**src/rtt_histogram_percentile_unit_macros.svh**
```systemverilog
// Assertion macros shared by the histogram percentile unit.
`ifndef RTT_HISTOGRAM_PERCENTILE_UNIT_MACROS_SVH
`define RTT_HISTOGRAM_PERCENTILE_UNIT_MACROS_SVH

// Same-cycle implication, disabled in reset.
`define RHP_ASSERT_NOW(label, clk, rst_n, ante, cons, msg) \
    label: assert property (@(posedge clk) disable iff (!rst_n) (ante) |-> (cons)) \
        else $error(msg);

// Next-cycle implication, disabled in reset.
`define RHP_ASSERT_NEXT(label, clk, rst_n, ante, cons, msg) \
    label: assert property (@(posedge clk) disable iff (!rst_n) (ante) |=> (cons)) \
        else $error(msg);

`endif

```
**src/rhp_pkg.sv**
```systemverilog
// Types and constants of the histogram percentile unit.
package rhp_pkg;

    localparam int EDGE_NUM = 8;
    localparam int EDGE_IW  = 3;
    localparam int DATA_W   = 32;
    localparam int ADDR_W   = 5;
    localparam int SUM_W    = 35;
    localparam int PCT_W    = 7;
    localparam int SCALE_W  = 39;
    localparam int ACC_W    = 42;

    localparam logic [PCT_W-1:0] PCT_MAX = 7'd100;

    typedef enum logic [1:0] {
        MODE_SAMPLE = 2'd0,
        MODE_QUERY  = 2'd1,
        MODE_CLEAR  = 2'd2,
        MODE_RSVD   = 2'd3
    } t_mode;

    typedef enum logic [3:0] {
        ST_IDLE,
        ST_MIN,
        ST_MAX,
        ST_CNT,
        ST_EDGE,
        ST_INC,
        ST_SUM,
        ST_MUL,
        ST_SCALE,
        ST_WALK,
        ST_DONE
    } t_state;

    typedef logic [EDGE_NUM-1:0][DATA_W-1:0] t_edge_bank;

    localparam t_edge_bank EDGE_RESET = {
        32'hFFFF_FFFF, 32'd100000, 32'd50000, 32'd20000,
        32'd10000, 32'd5000, 32'd2000, 32'd1000
    };

    typedef struct packed {
        logic [ACC_W-1:0] a;
        logic [ACC_W-1:0] b;
        logic             sub;
    } t_alu_req;

    typedef struct packed {
        logic [ACC_W-1:0] res;
        logic             borrow;
        logic             zero;
    } t_alu_rsp;

    typedef struct packed {
        logic              found;
        logic [DATA_W-1:0] low_edge;
        logic [DATA_W-1:0] high_edge;
        logic [DATA_W-1:0] min_us;
        logic [DATA_W-1:0] max_us;
        logic [DATA_W-1:0] count;
    } t_result;

endpackage

```
**src/rtt_histogram_percentile_unit.sv**
```systemverilog
// Top level of the round-trip-time histogram percentile unit.
//
// Channel | Dir | Handshake                | Fields
// in      | in  | i_in_valid / o_in_stall  | i_mode, i_sample_us, i_percent
// out     | out | o_out_valid / i_out_stall| o_found, o_low_edge_us, o_high_edge_us,
//         |     |                          | o_min_us, o_max_us, o_sample_count
// cfg     | in  | APB psel/penable/pready  | paddr, pwdata, prdata
//
// Sample: update minimum, maximum and count, compare against the edges in turn, increment the bucket, finish.
// Query: sum the bucket counts, multiply by the percentage, scale and compare per bucket walked, finish.
// Clear and unused mode go straight to finish; the unit returns to idle before it takes the next item.
// Compares, counts, sums and the walk share one 42-bit adder.
// Synchronous active-low reset; counts and statistics clear at once.
// A stalled result holds; the next item is taken while it waits.
`include "rtt_histogram_percentile_unit_macros.svh"

module rtt_histogram_percentile_unit #(
    parameter int BUCKETS = 8
) (
    input  logic                        i_clk,
    input  logic                        i_rst_n,
    input  logic                        i_in_valid,
    output logic                        o_in_stall,
    input  logic [1:0]                  i_mode,
    input  logic [31:0]                 i_sample_us,
    input  logic [7:0]                  i_percent,
    output logic                        o_out_valid,
    input  logic                        i_out_stall,
    output logic                        o_found,
    output logic [31:0]                 o_low_edge_us,
    output logic [31:0]                 o_high_edge_us,
    output logic [31:0]                 o_min_us,
    output logic [31:0]                 o_max_us,
    output logic [31:0]                 o_sample_count,
    input  logic                        psel,
    input  logic                        penable,
    input  logic                        pwrite,
    input  logic [rhp_pkg::ADDR_W-1:0]  paddr,
    input  logic [31:0]                 pwdata,
    output logic [31:0]                 prdata,
    output logic                        pready
);

    rhp_pkg::t_edge_bank edges;
    rhp_pkg::t_alu_req   alu_req;
    rhp_pkg::t_alu_rsp   alu_rsp;
    rhp_pkg::t_result    seq_result;
    logic                busy;
    logic                done;
    logic                out_free;
    logic                in_take;

    logic             r_out_valid, n_out_valid;
    rhp_pkg::t_result r_out, n_out;

    assign o_in_stall = busy;
    assign in_take    = i_in_valid && !busy;
    assign out_free   = !r_out_valid || !i_out_stall;

    rhp_regs u_regs (
        .i_clk   (i_clk),
        .i_rst_n (i_rst_n),
        .psel    (psel),
        .penable (penable),
        .pwrite  (pwrite),
        .paddr   (paddr),
        .pwdata  (pwdata),
        .prdata  (prdata),
        .pready  (pready),
        .o_edges (edges)
    );

    rhp_alu u_alu (
        .i_req (alu_req),
        .o_rsp (alu_rsp)
    );

    rhp_seq #(
        .BUCKETS (BUCKETS)
    ) u_seq (
        .i_clk       (i_clk),
        .i_rst_n     (i_rst_n),
        .i_start     (in_take),
        .i_mode      (rhp_pkg::t_mode'(i_mode)),
        .i_sample_us (i_sample_us),
        .i_percent   (i_percent),
        .i_edges     (edges),
        .i_out_free  (out_free),
        .i_alu_rsp   (alu_rsp),
        .o_alu_req   (alu_req),
        .o_busy      (busy),
        .o_done      (done),
        .o_result    (seq_result)
    );

    always_comb begin
        n_out_valid = r_out_valid;
        n_out       = r_out;
        if (done && out_free) begin
            n_out_valid = 1'b1;
            n_out       = seq_result;
        end else if (r_out_valid && !i_out_stall) begin
            n_out_valid = 1'b0;
        end
    end

    always_ff @(posedge i_clk) begin
        if (!i_rst_n) begin
            r_out_valid <= 1'b0;
        end else begin
            r_out_valid <= n_out_valid;
        end
    end

    always_ff @(posedge i_clk) begin
        r_out <= n_out;
    end

    assign o_out_valid    = r_out_valid;
    assign o_found        = r_out.found;
    assign o_low_edge_us  = r_out.low_edge;
    assign o_high_edge_us = r_out.high_edge;
    assign o_min_us       = r_out.min_us;
    assign o_max_us       = r_out.max_us;
    assign o_sample_count = r_out.count;

    `RHP_ASSERT_NEXT(a_busy_after_take, i_clk, i_rst_n, in_take, o_in_stall, "item taken but unit not busy")
    `RHP_ASSERT_NEXT(a_result_posted, i_clk, i_rst_n, done && out_free, o_out_valid, "finished item not posted")

endmodule

```
**src/rhp_alu.sv**
```systemverilog
// Shared add/subtract and compare unit.
module rhp_alu (
    input  rhp_pkg::t_alu_req i_req,
    output rhp_pkg::t_alu_rsp o_rsp
);

    logic [rhp_pkg::ACC_W:0] sum;
    logic [rhp_pkg::ACC_W-1:0] b_eff;

    assign b_eff = i_req.sub ? ~i_req.b : i_req.b;
    assign sum   = {1'b0, i_req.a} + {1'b0, b_eff}
                 + {{rhp_pkg::ACC_W{1'b0}}, i_req.sub};

    assign o_rsp.res    = sum[rhp_pkg::ACC_W-1:0];
    assign o_rsp.borrow = i_req.sub & ~sum[rhp_pkg::ACC_W];
    assign o_rsp.zero   = (sum[rhp_pkg::ACC_W-1:0] == '0);

endmodule

```
**src/rhp_regs.sv**
```systemverilog
// Bucket edge registers behind the APB port.
module rhp_regs (
    input  logic                        i_clk,
    input  logic                        i_rst_n,
    input  logic                        psel,
    input  logic                        penable,
    input  logic                        pwrite,
    input  logic [rhp_pkg::ADDR_W-1:0]  paddr,
    input  logic [rhp_pkg::DATA_W-1:0]  pwdata,
    output logic [rhp_pkg::DATA_W-1:0]  prdata,
    output logic                        pready,
    output rhp_pkg::t_edge_bank         o_edges
);

    rhp_pkg::t_edge_bank r_edges, n_edges;
    logic [rhp_pkg::EDGE_IW-1:0] sel;

    assign sel    = paddr[rhp_pkg::ADDR_W-1:2];
    assign pready = 1'b1;
    assign prdata = r_edges[sel];
    assign o_edges = r_edges;

    always_comb begin
        n_edges = r_edges;
        if (psel && penable && pwrite && pready) begin
            n_edges[sel] = pwdata;
        end
    end

    always_ff @(posedge i_clk) begin
        if (!i_rst_n) begin
            r_edges <= rhp_pkg::EDGE_RESET;
        end else begin
            r_edges <= n_edges;
        end
    end

endmodule

```
**src/rhp_seq.sv**
```systemverilog
// Sequencer, bucket counts and running statistics.
`include "rtt_histogram_percentile_unit_macros.svh"

module rhp_seq #(
    parameter int BUCKETS = 8
) (
    input  logic                        i_clk,
    input  logic                        i_rst_n,
    input  logic                        i_start,
    input  rhp_pkg::t_mode              i_mode,
    input  logic [rhp_pkg::DATA_W-1:0]  i_sample_us,
    input  logic [7:0]                  i_percent,
    input  rhp_pkg::t_edge_bank         i_edges,
    input  logic                        i_out_free,
    input  rhp_pkg::t_alu_rsp           i_alu_rsp,
    output rhp_pkg::t_alu_req           o_alu_req,
    output logic                        o_busy,
    output logic                        o_done,
    output rhp_pkg::t_result            o_result
);

    localparam int IW = $clog2(BUCKETS);
    localparam logic [IW-1:0] LAST = IW'(BUCKETS - 1);
    localparam logic [rhp_pkg::EDGE_IW-1:0] TOP_HI = rhp_pkg::EDGE_IW'(BUCKETS - 1);
    localparam logic [rhp_pkg::EDGE_IW-1:0] TOP_LO = rhp_pkg::EDGE_IW'(BUCKETS - 2);

    rhp_pkg::t_state r_state, n_state;
    logic [rhp_pkg::DATA_W-1:0]  r_sample, n_sample;
    logic [rhp_pkg::PCT_W-1:0]   r_pct, n_pct;
    logic [IW-1:0]               r_idx, n_idx;
    logic [rhp_pkg::ACC_W-1:0]   r_acc, n_acc;
    logic [rhp_pkg::SCALE_W-1:0] r_c100, n_c100;
    logic [BUCKETS-1:0][rhp_pkg::DATA_W-1:0] r_counts, n_counts;
    logic [rhp_pkg::DATA_W-1:0]  r_min, n_min;
    logic [rhp_pkg::DATA_W-1:0]  r_max, n_max;
    logic [rhp_pkg::DATA_W-1:0]  r_samples, n_samples;
    logic                        r_found, n_found;
    logic [rhp_pkg::DATA_W-1:0]  r_low, n_low;
    logic [rhp_pkg::DATA_W-1:0]  r_high, n_high;

    logic [rhp_pkg::EDGE_IW-1:0] eidx;
    logic [rhp_pkg::DATA_W-1:0]  edge_cur;
    logic [rhp_pkg::DATA_W-1:0]  edge_prev;
    logic [rhp_pkg::DATA_W-1:0]  count_cur;

    assign eidx      = rhp_pkg::EDGE_IW'(r_idx);
    assign edge_cur  = i_edges[eidx];
    assign edge_prev = (r_idx == '0) ? '0 : i_edges[eidx - rhp_pkg::EDGE_IW'(1)];
    assign count_cur = r_counts[r_idx];

    assign o_busy = (r_state != rhp_pkg::ST_IDLE);

    assign o_result.found     = r_found;
    assign o_result.low_edge  = r_low;
    assign o_result.high_edge = r_high;
    assign o_result.min_us    = r_min;
    assign o_result.max_us    = r_max;
    assign o_result.count     = r_samples;

    always_comb begin
        n_state   = r_state;
        n_sample  = r_sample;
        n_pct     = r_pct;
        n_idx     = r_idx;
        n_acc     = r_acc;
        n_c100    = r_c100;
        n_counts  = r_counts;
        n_min     = r_min;
        n_max     = r_max;
        n_samples = r_samples;
        n_found   = r_found;
        n_low     = r_low;
        n_high    = r_high;
        o_alu_req = '0;
        o_done    = 1'b0;
        unique case (r_state)
            rhp_pkg::ST_IDLE: begin
                if (i_start) begin
                    n_sample = i_sample_us;
                    n_pct    = (i_percent > 8'(rhp_pkg::PCT_MAX)) ? rhp_pkg::PCT_MAX
                                                                  : i_percent[rhp_pkg::PCT_W-1:0];
                    n_idx    = '0;
                    n_acc    = '0;
                    n_found  = 1'b0;
                    n_low    = '0;
                    n_high   = '0;
                    unique case (i_mode)
                        rhp_pkg::MODE_SAMPLE: n_state = rhp_pkg::ST_MIN;
                        rhp_pkg::MODE_QUERY:  n_state = rhp_pkg::ST_SUM;
                        rhp_pkg::MODE_CLEAR: begin
                            n_counts  = '0;
                            n_min     = '1;
                            n_max     = '0;
                            n_samples = '0;
                            n_state   = rhp_pkg::ST_DONE;
                        end
                        rhp_pkg::MODE_RSVD:   n_state = rhp_pkg::ST_DONE;
                        default:              n_state = rhp_pkg::ST_DONE;
                    endcase
                end
            end
            rhp_pkg::ST_MIN: begin
                o_alu_req.a   = rhp_pkg::ACC_W'(r_sample);
                o_alu_req.b   = rhp_pkg::ACC_W'(r_min);
                o_alu_req.sub = 1'b1;
                if (i_alu_rsp.borrow) begin
                    n_min = r_sample;
                end
                n_state = rhp_pkg::ST_MAX;
            end
            rhp_pkg::ST_MAX: begin
                o_alu_req.a   = rhp_pkg::ACC_W'(r_max);
                o_alu_req.b   = rhp_pkg::ACC_W'(r_sample);
                o_alu_req.sub = 1'b1;
                if (i_alu_rsp.borrow) begin
                    n_max = r_sample;
                end
                n_state = rhp_pkg::ST_CNT;
            end
            rhp_pkg::ST_CNT: begin
                o_alu_req.a = rhp_pkg::ACC_W'(r_samples);
                o_alu_req.b = rhp_pkg::ACC_W'(1);
                n_samples   = i_alu_rsp.res[rhp_pkg::DATA_W-1:0];
                n_state     = rhp_pkg::ST_EDGE;
            end
            rhp_pkg::ST_EDGE: begin
                o_alu_req.a   = rhp_pkg::ACC_W'(edge_cur);
                o_alu_req.b   = rhp_pkg::ACC_W'(r_sample);
                o_alu_req.sub = 1'b1;
                if (!i_alu_rsp.borrow) begin
                    n_state = rhp_pkg::ST_INC;
                end else if (r_idx == LAST) begin
                    n_state = rhp_pkg::ST_DONE;
                end else begin
                    n_idx = r_idx + IW'(1);
                end
            end
            rhp_pkg::ST_INC: begin
                o_alu_req.a = rhp_pkg::ACC_W'(count_cur);
                o_alu_req.b = rhp_pkg::ACC_W'(1);
                if (!(&count_cur)) begin
                    n_counts[r_idx] = i_alu_rsp.res[rhp_pkg::DATA_W-1:0];
                end
                n_state = rhp_pkg::ST_DONE;
            end
            rhp_pkg::ST_SUM: begin
                o_alu_req.a = r_acc;
                o_alu_req.b = rhp_pkg::ACC_W'(count_cur);
                n_acc       = i_alu_rsp.res;
                if (r_idx == LAST) begin
                    n_idx   = '0;
                    n_state = rhp_pkg::ST_MUL;
                end else begin
                    n_idx = r_idx + IW'(1);
                end
            end
            rhp_pkg::ST_MUL: begin
                if (r_acc == '0) begin
                    n_state = rhp_pkg::ST_DONE;
                end else begin
                    n_acc = (r_pct == '0) ? rhp_pkg::ACC_W'(1)
                          : rhp_pkg::ACC_W'(r_acc[rhp_pkg::SUM_W-1:0])
                            * rhp_pkg::ACC_W'(r_pct);
                    n_state = rhp_pkg::ST_SCALE;
                end
            end
            rhp_pkg::ST_SCALE: begin
                n_c100  = rhp_pkg::SCALE_W'(count_cur)
                        * rhp_pkg::SCALE_W'(rhp_pkg::PCT_MAX);
                n_state = rhp_pkg::ST_WALK;
            end
            rhp_pkg::ST_WALK: begin
                o_alu_req.a   = r_acc;
                o_alu_req.b   = rhp_pkg::ACC_W'(r_c100);
                o_alu_req.sub = 1'b1;
                if (i_alu_rsp.borrow || i_alu_rsp.zero) begin
                    n_found = 1'b1;
                    n_low   = edge_prev;
                    n_high  = edge_cur;
                    n_state = rhp_pkg::ST_DONE;
                end else if (r_idx == LAST) begin
                    n_found = 1'b1;
                    n_low   = i_edges[TOP_LO];
                    n_high  = i_edges[TOP_HI];
                    n_state = rhp_pkg::ST_DONE;
                end else begin
                    n_acc   = i_alu_rsp.res;
                    n_idx   = r_idx + IW'(1);
                    n_state = rhp_pkg::ST_SCALE;
                end
            end
            rhp_pkg::ST_DONE: begin
                o_done = 1'b1;
                if (i_out_free) begin
                    n_state = rhp_pkg::ST_IDLE;
                end
            end
            default: n_state = rhp_pkg::ST_IDLE;
        endcase
    end

    always_ff @(posedge i_clk) begin
        if (!i_rst_n) begin
            r_state   <= rhp_pkg::ST_IDLE;
            r_counts  <= '0;
            r_min     <= '1;
            r_max     <= '0;
            r_samples <= '0;
        end else begin
            r_state   <= n_state;
            r_counts  <= n_counts;
            r_min     <= n_min;
            r_max     <= n_max;
            r_samples <= n_samples;
        end
    end

    always_ff @(posedge i_clk) begin
        r_sample <= n_sample;
        r_pct    <= n_pct;
        r_idx    <= n_idx;
        r_acc    <= n_acc;
        r_c100   <= n_c100;
        r_found  <= n_found;
        r_low    <= n_low;
        r_high   <= n_high;
    end

    `RHP_ASSERT_NOW(a_walk_rank_left, i_clk, i_rst_n, r_state == rhp_pkg::ST_WALK, r_acc != '0, "percentile walk running with no rank left")
    `RHP_ASSERT_NOW(a_min_le_max, i_clk, i_rst_n, (r_state == rhp_pkg::ST_IDLE) && (r_max != '0), r_min <= r_max, "running minimum above running maximum")

endmodule
```
**config.mk**
```make
export PLATFORM = sky130hd
export DESIGN_NAME = rtt_histogram_percentile_unit
export DESIGN_NICKNAME = d
export VERILOG_FILES = /design/src/rhp_pkg.sv /design/src/rtt_histogram_percentile_unit.sv /design/src/rhp_alu.sv /design/src/rhp_regs.sv /design/src/rhp_seq.sv
export VERILOG_INCLUDE_DIRS = /design/src /design/src/src
export SDC_FILE = /design/constraint.sdc
export NUM_CORES = 2
export LEC_CHECK = 0
export BUFFER_PORTS_ARGS = -buffer_cell sky130_fd_sc_hd__buf_4
export CORE_MARGIN = 5
export CORE_UTILIZATION = 26
export CTS_CLUSTER_SIZE = 20
export DETAILED_ROUTE_END_ITERATION = 10
export GPL_ROUTABILITY_DRIVEN = 0
export GPL_TIMING_DRIVEN = 0
export PLACE_DENSITY = 0.4
export SETUP_SLACK_MARGIN = 0.5
export SLEW_MARGIN = 20
export SYNTH_ARGS = -nofsm -noshare
export SYNTH_HDL_FRONTEND = slang
export SYNTH_SLANG_ARGS = --single-unit
```
**constraint.sdc**
```tcl
create_clock -name i_clk -period 22.1 [get_ports i_clk]
set_input_delay 2.21 -clock i_clk [delete_from_list [all_inputs] [get_ports i_clk]]
set_output_delay 2.21 -clock i_clk [all_outputs]
set_load 0.005 [all_outputs]
```
* Word-level counts from Yosys, hierarchy flattened
Cells that the tools add are included.
** Word-level totals
- Register bits :: 960
- Input bits :: 86
- Output and inout port bits :: 196
- Word-level logic and storage cells :: 182
** Operators by class
- Add/sub/neg operators :: 4
- Multipliers :: 2
- Order comparisons :: 6
- Equal/unequal tests :: 27
- Multiplexer cells :: 66
- Bitwise gates (word level) :: 3
- Reductions and logical operators :: 39
** Operator list (number)
- $mux 256 :: 3
- $pmux 84 s7 :: 1
- $mux 32 :: 17
- $bwmux 256 :: 2
- $pmux 256 s2 :: 1
- $bmux 32 s3 :: 4
- $pmux 32 s2 :: 5
- $mux 42 :: 6
- $demux 32 s3 :: 2
- $pmux 42 s4 :: 1
- $logic_not 42->1 :: 2
- $pmux 4 s11 :: 1
- $add 42x42->43 :: 1
- $add 43x1->43 :: 1
- $mul 35x7->42 :: 1
- $not 42->42 :: 1
- $mul 32x5->37 const B :: 1
- $reduce_and 32->1 :: 1
- $mux 4 :: 5
- $reduce_and 4->1 :: 5
- $eq 4x3->1 const B :: 4
- $mux 3 :: 5
- $ne 2x2->1 const B :: 7
- $eq 4x4->1 const B :: 3
- 34 further kinds :: 67

* Longest topological paths before layout
- Depth after elaboration :: 12
- Gate-level depth with buffers :: 27
- Mapped depth without buffers :: 22

* Modules after synthesis
From an unflattened synthesis, not the netlist that was laid out.
** Second synthesis, totals
- Cells, all modules :: 5777
- Area total of the unflattened synthesis :: 57416.3 µm²
** By module, submodules not included
- rhp_seq :: instances 1, cells an instance 4144, area each 38431.9 µm², sequential area each 12712.2 µm²
- rhp_regs :: instances 1, cells an instance 1055, area each 11303.3 µm², sequential area each 5124.9 µm²
- rtt_histogram_percentile_unit :: instances 1, cells an instance 167, area each 4882.2 µm², sequential area each 4854.7 µm²
- rhp_alu :: instances 1, cells an instance 411, area each 2798.9 µm², sequential area each 0.0 µm²

* Worst setup path before layout
No wires, ideal clock.
- Kind :: input to register
- Start point :: input i_out_stall
- End point :: register r_out (netlist bit o_found) (enable)
- Setup time :: 0.735 ns
- Data arrival time :: 9.966 ns
- Required time :: 21.365 ns
- Setup slack :: 11.399 ns
- Stages :: 1
- Buffers on the path :: 0
- Path through :: a21oi_1
** Between the ends
- Word-level cells in the longest chain between the ends :: 3
** RTL lines
- from (decl) :: line rtt_histogram_percentile_unit.sv:28 : input logic i_out_stall,
- $logic_not 1->1 :: line rtt_histogram_percentile_unit.sv:58 : assign out_free = !r_out_valid || !i_out_stall;
- $logic_or 1x1->1 :: line rtt_histogram_percentile_unit.sv:58
- $logic_and 1x1->1 :: line rtt_histogram_percentile_unit.sv:99 : if (done && out_free) begin
- to (signal assigned) :: line rtt_histogram_percentile_unit.sv:116 : r_out <= n_out;
- to (decl) :: line rtt_histogram_percentile_unit.sv:54 : rhp_pkg::t_result r_out, n_out;
No other way between the ends.
A chain may end at the register's enable or synchronous reset.

* Worst setup path after layout
- Start point :: register u_seq.r_idx[2] (netlist: u_seq.eidx[2])
- End point :: register u_seq.r_low[11] in the netlist's numbering (data pin)
** Between the ends
- Word-level cells in the longest chain between the ends :: 12
- Elaborated cells on any way between the ends :: 20
- Classes of those cells :: 3 x add/sub; 11 x mux; 3 x bitwise; 3 x reduce/logical
** RTL lines
- from (decl) :: line rhp_seq.sv:30 : logic [IW-1:0] r_idx, n_idx;
- from (signal assigned) :: line rhp_seq.sv:221 : r_idx <= n_idx;
- branches (longest 10 deep; another with $add 42x42->43)
- $mux 32 (*) :: line rhp_seq.sv:176 : if (i_alu_rsp.borrow || i_alu_rsp.zero) begin
- $pmux 32 s2 (*) :: line rhp_seq.sv:76 : unique case (r_state)
- to (signal assigned) :: line rhp_seq.sv:225 : r_low <= n_low;
- to (decl) :: line rhp_seq.sv:38 : logic [rhp_pkg::DATA_W-1:0] r_low, n_low;
Mark *: on every way between the ends. The select of a mux whose other input is x is not followed.

==> results_dict.tcl <==
set metrics [dict create \
    slew-limit-headroom 0.0780 \
    worstSetupPathType "flop to flop" \
    syn_nets 6544 \
    cts_tree "done" \
    worstPathCellList "buf_2 > inv_1 > nor3_1 > clkbuf_1 > clkbuf_1 > a22oi_1 > nand4_1 > a221o_1 > ha_1 > clkbuf_1 > nand4_1 > o221ai_1 > o2111ai_1 > a211oi_1 > a21oi_1 > nor4_1 > or3_1 > xor2_1 > nor3_1 > and4bb_1 > a31oi_1 > buf_4 > buf_6 > mux2i_1" \
    critPathCapture "u_seq.r_low[11]" \
    synth.ff_latch_count 960 \
    ys_warn_count 0 \
    fin_crit_ns 10.29 \
    cpPeakStageDelay_ns 1.06 \
    dp_hpwl_mm 221 \
    synth_edf_count 347 \
    arrival_ns 10.70 \
    finalHoldViolCount 0 \
    cts_root_buf "clkbuf_16" \
    drtIter0Drc 6063 \
    setup_viol_count_final 0 \
    netlist-cell-type-count 84 \
    grt_first_pass_wirelength_mm 403 \
    track_usage 0.246 \
    cp.required_ns 22.51 \
    viasPerCell 5.50 \
    r2r_setup_slack_ns 11.81 \
    drtAntennaViolNets 0 \
    routedWlPerCell_um 31.0 \
    critPathLaunchType "flop" \
    first_global_vias 50308 \
    dp_cells 9197 \
    fin_cells 9443 \
    async_reset_ff_frac 0 \
    gr-total-overflow 0 \
    r2r_end "u_seq.r_low[11]" \
    start_util 0.261 \
    cts_buffers 117 \
    slowest_stage "clkbuf_1" \
    avgSynthCellArea_um2 9.43 \
    ys.flop_type "dfxtp_1" \
    fin_worst_skew_ns 0.0485 \
    vias 51929 \
    antenna_found_initial 52 \
    slew_viol_final 0 \
    outcome "finished clean" \
    cts.path.max_buffers 3 \
    core.rowCount 172 \
    worstSkewPairLatency_ns 0.80 \
    finalSetupTns_ns 0 \
    rsz0062_at_grt "no" \
    core_area_mm2 0.219 \
    worst-path-stages 24 \
    die_x_um 479 \
    die_area_mm2 0.229 \
    max_freq_mhz 97.2 \
    leakage_nw 24.9 \
    drcViolationCount 0 \
    fin_nets 6929 \
    hold_path.class "flop to flop" \
    area_growth_pct 17.7 \
    wl_mm 293 \
    tightestPinTransition_ns 1.38 \
    cp_max_fo 10 \
    crit_start "u_seq.eidx[2]" \
    crit_top_cell "clkbuf_1" \
    vdd_drop_max_v 0.000201 \
    clkTransAtPathRegs_ns 0.06 \
    drive_above_1_share 0.105 \
    grt_start_max_net_pins 31 \
    first_pass_iters 10 \
    maxCapViolCount 0 \
    hold_buffers 0 \
    period_share 0.465 \
    htree_num_levels 3 \
    crit_path_end_kind "flop" \
    path_buf_inv 7 \
    r2r_cells 24 \
    cts_setup_buffers 0 \
    die_height_um 479 \
    boundaryPins 282 \
    io_buffer_count 242 \
    clock_sinks 960 \
    crit_family "buffers and inverters" \
    cts.repair.resized 0 \
    yosysSeqAreaShare 0.397 \
    p_per_area_mw_per_mm2 196 \
    synthesis.area_mm2 0.0571 \
    hold_depth 0 \
    rr_startpoint "u_seq.eidx[2]" \
    netlist_instances 6060 \
]
cell usage after synthesis (all sizes together) (66+ instances only):
library cell	n	area (um^2)
a21oi	166	831
edfxtp	347	10400
and2	284	1780
o21ai	141	706
nand4	120	751
mux2i	72	721
dfxtp	613	12300
nor3	71	355
a22oi	646	4850
a21boi	240	1800
buf	78	468
fa	192	3840
inv	366	1370
mux4	66	1490
clkbuf	414	1560
nor2	145	544
nor2b	286	1790
nand2	836	3140
nand3	166	836
ha	206	2580
cell type report:
| class | count | area, um^2 |
|---|---|---|
| antenna | 22 | 55.1 |
| buffer | 492 | 2080 |
| clock buffer | 155 | 3200 |
| clock inverter | 69 | 828 |
| fill | 23084 | 152000 |
| inverter | 366 | 1370 |
| multi-input combinational | 4242 | 31200 |
| sequential | 960 | 22700 |
| tap | 2871 | 3590 |
| timing repair buffer | 266 | 2270 |
flip-flops by register name (all words and copies together), names as in the netlist, 37 cells and up:
register	flops
u_seq.r_c100	37
u_seq.r_counts	256
u_regs.o_edges	256
u_seq.r_acc	42
cells by family (layout without fill, tap and decap cells):
group | Yosys count | in the layout | share of synthesized area
compound gates | 1544 | 1544 | 0.195
xor+xnor | 91 | 91 | 0.0139
fa+ha+maj | 398 | 398 | 0.112
buf+inv | 858 | 1348 | 0.0595
flops | 960 | 960 | 0.397
mux | 177 | 177 | 0.0463
other cells | 1 | 23 | 0.0000656
simple gates | 2031 | 2031 | 0.176
cell usage in the layout (no fill, tap or decap), types with 18 or more instances in the layout:
master / instances
a21boi_0: 240
a21o_1: 61
a21oi_1: 165
a221o_1: 65
a22o_1: 38
a22oi_1: 646
a31oi_1: 25
and2_1: 280
buf_1: 18
buf_2: 18
buf_4: 280
clkbuf_1: 408
clkbuf_16: 119
clkbuf_2: 36
clkinv_2: 27
dfxtp_1: 613
diode_2: 22
edfxtp_1: 347
fa_1: 192
ha_1: 206
inv_1: 366
mux2_2: 39
mux2i_1: 68
mux4_2: 66
nand2_1: 836
nand3_1: 165
nand4_1: 120
nor2_1: 145
nor2b_1: 286
nor3_1: 68
nor4_1: 22
o21a_1: 23
o21ai_0: 137
o21bai_1: 21
or3_1: 18
xnor2_1: 52
xor2_1: 34
how the worst min path moves through the flow:
| stage | from | endpoint |
|---|---|---|
| 2_1_floorplan | u_seq.r_found | o_found |
| 3_3_place_gp | u_seq.r_high[26] | o_high_edge_us[26] |
| 3_5_place_dp | u_seq.r_high[17] | o_high_edge_us[17] |
| 4_1_cts | u_seq.r_high[29] | o_high_edge_us[29] |
| 5_1_grt | u_seq.r_high[29] | o_high_edge_us[29] |
| 6_report | u_seq.r_high[29] | o_high_edge_us[29] |
per-layer routing:
metal,track usage,vias to the layer above,share of wire
li1,-,22437,-
met1,0.332,26116,0.43
met2,0.370,2747,0.43
met3,0.0545,613,0.089
met4,0.124,16,0.059
met5,0.00186,-,0.00035
per-stage QoR:
step	hold slack (ns)	power (mW)	instance area [um^2]	setup slack [ns]	utilization
CTS	0.395	13.1	67200	11.75	0.307
floorplan	0.400	7.74	57100	11.40	-
global route	0.420	14.0	67200	11.82	0.307
global placement	0.406	10.9	62500	5.81	0.285
finish	0.393	13.2	67300	11.81	0.307
detailed placement	0.405	10.9	63100	11.83	0.288
power by group:
part           switching [mW]  internal (mW)  total, mW
Sequential              0.314           2.07       2.39
Clock                   0.852           1.21       2.06
Combinational            5.70           3.03       8.72
Note: power is estimated with default switching activity, not from simulation.
